===== config.mk =====
export PLATFORM = sky130hd
export DESIGN_NAME = quoted_literal_escape_decoder_unit
export DESIGN_NICKNAME = d
export VERILOG_FILES = /design/src/rtl/qled_pkg.sv /design/src/rtl/quoted_literal_escape_decoder_unit.sv
export SDC_FILE = /design/constraint.sdc
export NUM_CORES = 1
export LEC_CHECK = 0
export BUFFER_PORTS_ARGS = -buffer_cell sky130_fd_sc_hd__buf_4
export CORE_ASPECT_RATIO = 1.5
export CORE_MARGIN = 1
export CORE_UTILIZATION = 50
export DETAILED_ROUTE_END_ITERATION = 12
export GPL_ROUTABILITY_DRIVEN = 0
export HOLD_SLACK_MARGIN = 0.15
export PLACE_DENSITY = 0.75
export SYNTH_ARGS = -nofsm -noshare
export SYNTH_HDL_FRONTEND = slang
export SYNTH_SLANG_ARGS = --single-unit

===== constraint.sdc =====
create_clock -name clk -period 2.25 [get_ports clk]
set_input_delay 0.225 -clock clk [delete_from_list [all_inputs] [get_ports clk]]
set_output_delay 0.225 -clock clk [all_outputs]
set_load 0.03 [all_outputs]

===== src/rtl/qled_pkg.sv =====
// Package for the quoted-literal escape decoder.
// Holds the status and terminator codes and the character constants.
// No dependencies.
`default_nettype none

package qled_pkg;

  localparam int unsigned CharW = 8;
  localparam int unsigned CodeW = 3;

  localparam logic [CodeW-1:0] ST_OK         = 3'd0;
  localparam logic [CodeW-1:0] ST_MISSING    = 3'd1;
  localparam logic [CodeW-1:0] ST_EMPTY      = 3'd2;
  localparam logic [CodeW-1:0] ST_BAD_ESCAPE = 3'd3;
  localparam logic [CodeW-1:0] ST_UNICODE    = 3'd4;
  localparam logic [CodeW-1:0] ST_TOO_MANY   = 3'd5;

  localparam logic [CodeW-1:0] TM_QUOTE   = 3'd0;
  localparam logic [CodeW-1:0] TM_BRACE   = 3'd1;
  localparam logic [CodeW-1:0] TM_NEWLINE = 3'd2;
  localparam logic [CodeW-1:0] TM_CR      = 3'd3;
  localparam logic [CodeW-1:0] TM_EOI     = 3'd4;

  localparam logic [CharW-1:0] CH_NEWLINE   = 8'h0A;
  localparam logic [CharW-1:0] CH_CR        = 8'h0D;
  localparam logic [CharW-1:0] CH_TAB       = 8'h09;
  localparam logic [CharW-1:0] CH_NUL       = 8'h00;
  localparam logic [CharW-1:0] CH_BRACE     = 8'h7B;
  localparam logic [CharW-1:0] CH_BACKSLASH = 8'h5C;
  localparam logic [CharW-1:0] CH_SQUOTE    = 8'h27;
  localparam logic [CharW-1:0] CH_DQUOTE    = 8'h22;
  localparam logic [CharW-1:0] CH_LOWER_N   = 8'h6E;
  localparam logic [CharW-1:0] CH_LOWER_R   = 8'h72;
  localparam logic [CharW-1:0] CH_LOWER_T   = 8'h74;
  localparam logic [CharW-1:0] CH_DIGIT_0   = 8'h30;

  typedef struct packed {
    logic             is_empty;
    logic [CodeW-1:0] terminator;
    logic [CodeW-1:0] status;
    logic [CharW-1:0] out_char;
  } result_t;

endpackage

`default_nettype wire


===== src/rtl/quoted_literal_escape_decoder_unit.sv =====
// Quoted-literal escape decoder: decodes the body of a char or string literal.
// Uses qled_pkg for the status, terminator and character codes.
// An accepted request is held in the input register and moves to the result register once the output side can advance.
// Throughput: one request per cycle while the output side keeps taking results.
// Reset (rst, synchronous, active high) clears the literal state, the mode and both valids.
`default_nettype none

module quoted_literal_escape_decoder_unit
  import qled_pkg::*;
(
  input  wire logic        clk,
  input  wire logic        rst,
  input  wire logic        cfg_valid,
  output logic             cfg_ready,
  input  wire logic        cfg_data,     // literal_kind
  input  wire logic        s_tvalid,
  output logic             s_tready,
  input  wire logic [7:0]  s_tdata,      // [7:0] source_byte
  input  wire logic        s_tuser,      // [0] end_of_input
  output logic             m_tvalid,
  input  wire logic        m_tready,
  output logic [15:0]      m_tdata,      // [7:0] out_char, [10:8] status,
                                         // [13:11] terminator, [14] is_empty
  output logic             m_tlast       // is_final
);

  logic             literal_kind;
  logic             in_valid;
  logic [CharW-1:0] in_byte;
  logic             in_eoi;

  logic             after_backslash;
  logic [1:0]       decoded_count;
  logic [CharW-1:0] held_char;
  logic [CodeW-1:0] first_error;
  logic             content_seen;

  logic             after_backslash_next;
  logic [1:0]       decoded_count_next;
  logic [CharW-1:0] held_char_next;
  logic [CodeW-1:0] first_error_next;
  logic             content_seen_next;

  result_t          res;
  logic             res_valid;
  logic             res_final;
  result_t          out_res;
  logic             adv;

  logic             fin_take;
  logic [CodeW-1:0] fin_term;
  logic             unit_take;
  logic [CharW-1:0] unit_val;
  logic [CodeW-1:0] unit_err;
  logic [CharW-1:0] quote;

  assign cfg_ready = 1'b1;
  assign adv       = in_valid && (!m_tvalid || m_tready);
  assign s_tready  = !in_valid || adv;
  assign quote     = literal_kind ? CH_DQUOTE : CH_SQUOTE;

  always_comb begin
    fin_take             = 1'b0;
    fin_term             = TM_QUOTE;
    unit_take            = 1'b0;
    unit_val             = CH_NUL;
    unit_err             = ST_OK;
    after_backslash_next = after_backslash;
    decoded_count_next   = decoded_count;
    held_char_next       = held_char;
    first_error_next     = first_error;
    content_seen_next    = content_seen;
    res                  = '0;
    res_valid            = 1'b0;
    res_final            = 1'b0;

    if (in_eoi) begin
      fin_take = 1'b1;
      fin_term = TM_EOI;
    end else if (in_byte == CH_NEWLINE) begin
      fin_take = 1'b1;
      fin_term = TM_NEWLINE;
    end else if (in_byte == CH_CR) begin
      fin_take = 1'b1;
      fin_term = TM_CR;
    end else if (after_backslash) begin
      after_backslash_next = 1'b0;
      unit_take            = 1'b1;
      if (literal_kind && in_byte == CH_BRACE) begin
        unit_val = CH_BRACE;
      end else if (in_byte == quote) begin
        unit_val = quote;
      end else begin
        case (in_byte)
          CH_BACKSLASH: unit_val = CH_BACKSLASH;
          CH_LOWER_N:   unit_val = CH_NEWLINE;
          CH_LOWER_R:   unit_val = CH_CR;
          CH_LOWER_T:   unit_val = CH_TAB;
          CH_DIGIT_0:   unit_val = CH_NUL;
          default:      unit_err = ST_BAD_ESCAPE;
        endcase
      end
    end else if (in_byte == quote) begin
      fin_take = 1'b1;
      fin_term = TM_QUOTE;
    end else if (literal_kind && in_byte == CH_BRACE) begin
      fin_take = 1'b1;
      fin_term = TM_BRACE;
    end else begin
      content_seen_next = 1'b1;
      if (in_byte[CharW-1]) begin
        unit_take = 1'b1;
        unit_err  = ST_UNICODE;
      end else if (in_byte == CH_BACKSLASH) begin
        after_backslash_next = 1'b1;
      end else begin
        unit_take = 1'b1;
        unit_val  = in_byte;
      end
    end

    if (fin_take) begin
      res_valid      = 1'b1;
      res_final      = 1'b1;
      res.terminator = fin_term;
      res.is_empty   = !content_seen;
      if (fin_term == TM_EOI || fin_term == TM_NEWLINE || fin_term == TM_CR) begin
        res.status = ST_MISSING;
      end else if (!literal_kind) begin
        if (!content_seen) begin
          res.status = ST_EMPTY;
        end else if (first_error != ST_OK) begin
          res.status = first_error;
        end else if (decoded_count > 2'd1) begin
          res.status = ST_TOO_MANY;
        end else begin
          res.status   = ST_OK;
          res.out_char = held_char;
        end
      end else begin
        res.status = first_error;
      end
      after_backslash_next = 1'b0;
      decoded_count_next   = 2'd0;
      held_char_next       = CH_NUL;
      first_error_next     = ST_OK;
      content_seen_next    = 1'b0;
    end else if (unit_take) begin
      if (decoded_count != 2'd2) begin
        decoded_count_next = decoded_count + 2'd1;
      end
      if (!literal_kind) begin
        if (decoded_count == 2'd0) begin
          held_char_next   = (unit_err != ST_OK) ? CH_NUL : unit_val;
          first_error_next = unit_err;
        end
      end else if (first_error == ST_OK) begin
        if (unit_err != ST_OK) begin
          first_error_next = unit_err;
        end else begin
          res_valid    = 1'b1;
          res.out_char = unit_val;
        end
      end
    end
  end

  always_ff @(posedge clk) begin
    if (rst) begin
      literal_kind    <= 1'b0;
      in_valid        <= 1'b0;
      m_tvalid        <= 1'b0;
      after_backslash <= 1'b0;
      decoded_count   <= 2'd0;
      held_char       <= CH_NUL;
      first_error     <= ST_OK;
      content_seen    <= 1'b0;
    end else begin
      if (cfg_valid && cfg_ready) begin
        literal_kind <= cfg_data;
      end
      if (s_tready) begin
        in_valid <= s_tvalid;
      end
      if (adv) begin
        m_tvalid        <= res_valid;
        after_backslash <= after_backslash_next;
        decoded_count   <= decoded_count_next;
        held_char       <= held_char_next;
        first_error     <= first_error_next;
        content_seen    <= content_seen_next;
      end else if (m_tready) begin
        m_tvalid <= 1'b0;
      end
    end
  end

  always_ff @(posedge clk) begin
    if (s_tready) begin
      in_byte <= s_tdata;
      in_eoi  <= s_tuser;
    end
    if (adv) begin
      out_res <= res;
      m_tlast <= res_final;
    end
  end

  assign m_tdata = {1'b0, out_res};

  // A string data byte carries zero status and terminator and only occurs in string mode.
  assert property (@(posedge clk) disable iff (rst)
    (m_tvalid && !m_tlast) |-> (out_res.status == ST_OK && out_res.terminator == TM_QUOTE
                                && !out_res.is_empty && literal_kind))
    else $error("data result with nonzero status fields or in char mode");

  // Every final result leaves the literal state cleared.
  assert property (@(posedge clk) disable iff (rst)
    (adv && res_final) |=> (decoded_count == 2'd0 && !after_backslash && !content_seen
                             && first_error == ST_OK))
    else $error("literal state not cleared after final result");

  // A line end or end of input always reports a missing terminator.
  assert property (@(posedge clk) disable iff (rst)
    (m_tvalid && m_tlast && (out_res.terminator == TM_EOI || out_res.terminator == TM_NEWLINE
                             || out_res.terminator == TM_CR))
      |-> (out_res.status == ST_MISSING))
    else $error("unterminated literal without missing-terminator status");

endmodule

`default_nettype wire

# == Word level (Yosys, flattened, before mapping) ==
# Index checks and enable logic that the tools add are counted.
# classes
mux,94
n_mul,0
n_bitwise,1
n_div,0
n_addsub,1
order_cmp,1
eq_ne,22
n_shift,0
reduce_logical,25
# op_table
op,n
8-bit two-way mux,18
3-bit two-way mux,19
1-bit two-way mux,42
7-bit two-way mux,6
8-bit by 7-bit == test with 1-bit output (second input constant),5
7-bit case mux with 4 select lines,1
8-bit by 4-bit == test with 1-bit output (second input constant),2
2-bit two-way mux,8
2-bit != test (second input constant),5
3-bit nonzero test,3
8-bit by 6-bit == test with 1-bit output,1
8-bit by 6-bit == test with 1-bit output (second input constant),1
4-bit AND reduction,2
2-bit nonzero test,4
7-bit AND reduction,1
3-bit by 2-bit == test with 1-bit output (second input constant),2
2-bit by 1-bit != test with 1-bit output (second input constant),3
3-bit by 1-bit != test with 1-bit output (second input constant),2
5-bit AND reduction,1
5-bit OR reduction,1
1-bit logical OR,4
3-bit == test (second input constant),1
1-bit logical NOT,3
3-bit logical NOT,1
7 further kinds,8
# totals
elab_cells,160
input_bits,15
memories,0
latch_bits,0
ram_bits,0
reg_bits,43
out_inout_bits,20
romBits,0

# == Logic depth before layout (Yosys ltp) ==
# depth
ltp_word,16
depth_mapped,8

# == Worst setup path before layout ==
# Ideal clock, no wire load.
# synth_path
kind,flip-flop to flip-flop
startpoint,register in_byte[7]
endpoint,"register out_res, in the netlist m_tdata[4], data pin"
t_arrival_ps,2051
path_slack_ps,-58
synth_period_minus_slack_ps,2308
path_stages_with_launch,8
setup_time_ps,257
path_cell_list,edfxtp_1 -> buf_2 -> or3_1 -> a2111o_1 -> a21oi_1 -> nor4b_2 -> nor3b_1 -> a32o_1
# synth_rtl
item,line_no,text
from (decl),quoted_literal_escape_decoder_unit.sv:29,logic [CharW-1:0] in_byte;
from (signal assigned),quoted_literal_escape_decoder_unit.sv:200,in_byte <= s_tdata;
to (signal assigned),quoted_literal_escape_decoder_unit.sv:204,out_res <= res;
to (decl),quoted_literal_escape_decoder_unit.sv:47,result_t out_res;

# == Worst setup path after layout ==
# layout_path
startpoint,register in_byte[2]
endpoint,register m_tvalid
# layout_between
elab_chain_len,16
elab_cells_between_ends,41
# layout_lines
item,line_no,text
8-bit by 7-bit == test with 1-bit output (tied with other cells),"quoted_literal_escape_decoder_unit.sv:94, quoted_literal_escape_decoder_unit.sv:114",
5-bit OR reduction (no source line),--,
2-bit two-way mux,quoted_literal_escape_decoder_unit.sv:94,case (in_byte)
2-bit two-way mux,quoted_literal_escape_decoder_unit.sv:91,end else if (in_byte == quote) begin
2-bit two-way mux,quoted_literal_escape_decoder_unit.sv:89,if (literal_kind && in_byte == CH_BRACE) begin
3-bit two-way mux,quoted_literal_escape_decoder_unit.sv:86,end else if (after_backslash) begin
3-bit two-way mux,quoted_literal_escape_decoder_unit.sv:83,end else if (in_byte == CH_CR) begin
3-bit two-way mux,quoted_literal_escape_decoder_unit.sv:80,end else if (in_byte == CH_NEWLINE) begin
3-bit two-way mux,quoted_literal_escape_decoder_unit.sv:77,if (in_eoi) begin
3-bit nonzero test,quoted_literal_escape_decoder_unit.sv:158,if (unit_err != ST_OK) begin
1-bit two-way mux,quoted_literal_escape_decoder_unit.sv:158,
1-bit two-way mux,quoted_literal_escape_decoder_unit.sv:157,end else if (first_error == ST_OK) begin
1-bit two-way mux,quoted_literal_escape_decoder_unit.sv:152,if (!literal_kind) begin
1-bit two-way mux,quoted_literal_escape_decoder_unit.sv:148,end else if (unit_take) begin
1-bit two-way mux (*),quoted_literal_escape_decoder_unit.sv:122,if (fin_take) begin
1-bit two-way mux (*),quoted_literal_escape_decoder_unit.sv:185,if (adv) begin
to (signal assigned),quoted_literal_escape_decoder_unit.sv:186,m_tvalid <= res_valid;
to (decl),quoted_literal_escape_decoder_unit.sv:20,"output logic m_tvalid,"
# Mark *: on every way between the ends. The rest lies on a longest branch, timed or not.
# A chain may end at the register's enable or synchronous reset.

==> results.json <==
{
  "status": "complete, but fails checks",
  "violations": "negative setup slack",
  "syn-cell-area_sq_mm": 0.00216,
  "setup_tns_ps": -25.2,
  "clock_sinks": 40,
  "drtIter0Drc": 86,
  "ys.flop_type": "edfxtp_1",
  "worst_clock_skew_ps": 5.73,
  "firstDrtPassIters": 4,
  "reg2reg_to": "m_tvalid$_SDFFE_PP0P_",
  "critPathLaunchType": "register",
  "initial_core_util": 0.535,
  "rsz0062_at_grt": "yes",
  "fp.coreArea_sq_mm": 0.00403,
  "crit_slowest_cell": "or3b_4",
  "crit_top_cell": "or3b_4",
  "htreeDepth": 2,
  "final_cell_mix": "61 x buf_4, 24 x edfxtp_1, 21 x nor2_1",
  "worst_hold_slack_ps": 174,
  "syn_inst": 216,
  "drc_errors": 0,
  "tritoncts": "done",
  "tightest_slew_ps": 765,
  "vdd_drop_max_v": 0.000493,
  "timing.final.crit_share": 1.01,
  "grt_pass1_vias": 1922,
  "die-area_sq_mm": 0.00458,
  "final-max-slew-violation-count": 0,
  "multi_input_area_sq_mm": 0.00113,
  "numCtsBuffers": 5,
  "ff2ff_setup_slack_ps": -10,
  "die_y_microns": 82.4,
  "antenna_left": 0,
  "vias": 1989,
  "wl_microns": 5640,
  "whs_path_depth": 3,
  "worst_slack_ps": -12.8,
  "hold_viol_final": 0,
  "io_buffers": 31,
  "layout_commonest_cell": "buf_4",
  "die_w_microns": 55.6,
  "min_path_type": "input port to register",
  "path_cells": "or3b_4 > a2111o_1 > nand3_1 > nor3_2 > or3b_4 > a311oi_2",
  "syn_area_per_cell_sq_um": 9.98,
  "grt_pass1_wl_microns": 8780,
  "synth_cell_types": 53,
  "r2r_start": "in_byte[2]$_DFFE_PP_",
  "num-fill-cells": 297,
  "slew_headroom": 0.490,
  "clk_path_buf_depth": 2,
  "cp-end-kind": "register",
  "ys_seq_elements": 40,
  "fmax_ghz": 0.442,
  "gr-total-overflow": 0,
  "path_class": "register to register",
  "min_to": "literal_kind$_SDFFE_PP0P_",
  "clk_pin_slew_ps": 80,
  "via_per_inst": 6.06,
  "finish.net_count": 300,
  "grt_max_degree": 21,
  "drive_above_1_share": 0.357,
  "fin_area_sq_mm": 0.00294,
  "leakage_nw": 1.14,
  "path_max_fanout": 4,
  "sequential_cell_area_sq_mm": 0.00104,
  "root_buffer": "clkbuf_8",
  "crit_arrival_ps": 2470,
  "ff2ff_path_depth": 6,
  "grtUsageTotal": 0.250,
  "hp-start": "cfg_data",
  "ys_seq_area_frac": 0.483,
  "setup_viol": 2,
  "clock_latency_ps": 290,
  "wire_per_inst_microns": 17.2,
  "period_minus_slack_ps": 2260,
  "antennaDiodeCount": 0,
  "dp_hpwl_microns": 4030,
  "place_area_sq_mm": 0.00261,
  "critPathMaxStageDelay_ps": 450,
  "cap_violations": 0,
  "io_pins": 35,
  "critPathRequiredTime_ps": 2460,
  "area_delta_synth_final_pct": 36.3,
  "antenna_found_initial": 0,
  "async_flop_share": 0,
  "row_count": 28,
  "p_per_area_mw_per_mm2": 536,
  "ys_warn_count": 0,
  "synth-edff-count": 24
}
layout make-up:
class / instances / share of cell area
clock buffer: 6 / 0.0281
multi-input combinational: 155 / 0.385
inverter: 7 / 0.00894
sequential: 40 / 0.354
clock inverter: 2 / 0.00341
tap: 45 / 0.0192
timing repair buffer: 73 / 0.201
metal layers:
layer	up-vias	wire [microns]	GRT usage
met1	953	2070	0.260
met4	0	186	0.120
met2	74	3150	0.493
met5	-	0	0
met3	17	235	0.0358
li1	945	-	-
sequential cells by signal, indices dropped and copies added, names as in the netlist:
signal	flops
in_valid	1
first_error	2
m_tvalid	1
m_tdata	14
after_backslash	1
literal_kind	1
in_byte	8
held_char	7
content_seen	1
in_eoi	1
decoded_count	2
m_tlast	1
how the worst max path moves through the flow:
stage	from	end	slack (ps)	cells after the start
after CTS	in_byte[0]$_DFFE_PP_	held_char[4]$_SDFFE_PP0P_	-4	7
after global placement	in_byte[1]$_DFFE_PP_	m_tdata[4]$_DFFE_PP_	-80	7
after global routing	in_byte[0]$_DFFE_PP_	held_char[4]$_SDFFE_PP0P_	-100	7
after detailed placement	in_byte[0]$_DFFE_PP_	m_tdata[4]$_DFFE_PP_	-100	7
final	in_byte[2]$_DFFE_PP_	m_tvalid$_SDFFE_PP0P_	-10	6
after floorplan	in_byte[7]$_DFFE_PP_	held_char[4]$_SDFFE_PP0P_	10	8
where the power goes:
part	total, mW	internal [mW]	switching (mW)
logic	0.263	0.117	0.147
registers	0.825	0.805	0.0196
clock network	0.488	0.245	0.243
cells by family after synthesis:
| kind of cell | share of synthesized area |
|---|---|
| and+or+nand+nor | 0.253 |
| AOI/OAI and AO/OA | 0.176 |
| DFF | 0.483 |
| buffers and inverters | 0.0488 |
| muxes | 0.0186 |
| adders and majority gates | 0.0174 |
| other | 0.00348 |
synthesized netlist by cell type (5+ instances only):
library cell | n | area [sq um]
a21oi_1 | 12 | 60.1
a22o_1 | 6 | 52.6
and3_1 | 5 | 31.3
clkbuf_1 | 7 | 26.3
dfxtp_1 | 16 | 320
edfxtp_1 | 24 | 721
inv_1 | 7 | 26.3
nand2_1 | 15 | 56.3
nand3_1 | 7 | 35.0
nor2_1 | 22 | 82.6
nor2b_1 | 7 | 43.8
nor3_1 | 6 | 30.0
nor4_1 | 5 | 31.3
o21ai_0 | 6 | 30.0
per-stage QoR:
step           cells  total power [mW]  setup slack, ps   util
5_1_grt          328              1.63             -103  0.729
6_report         328              1.58            -12.8  0.729
3_3_place_gp     308              1.06            -76.7  0.648
3_5_place_dp     308              1.07             -102  0.648
4_1_cts          327              1.57            -4.41  0.707
2_1_floorplan    217             0.979             14.3      -
repair_timing:
action / 4_1_cts / 5_1_grt
gates resized for setup: 8 / 17
pin swaps: 1 / 4
cloned: 0 / 0
hold endpoints to repair: 10 / 0
buffers inserted: 1 / 1
hold buffers: 10 / 0
endpoints found under the setup margin: 5 / 15
worst max-delay path, delay by kind of cell (launching register included):
family | cells | cell delay, ps
simple gates | 4 | 1050
compound gates | 2 | 700
flops | 1 | 430
(Power assumes the default switching activity.)
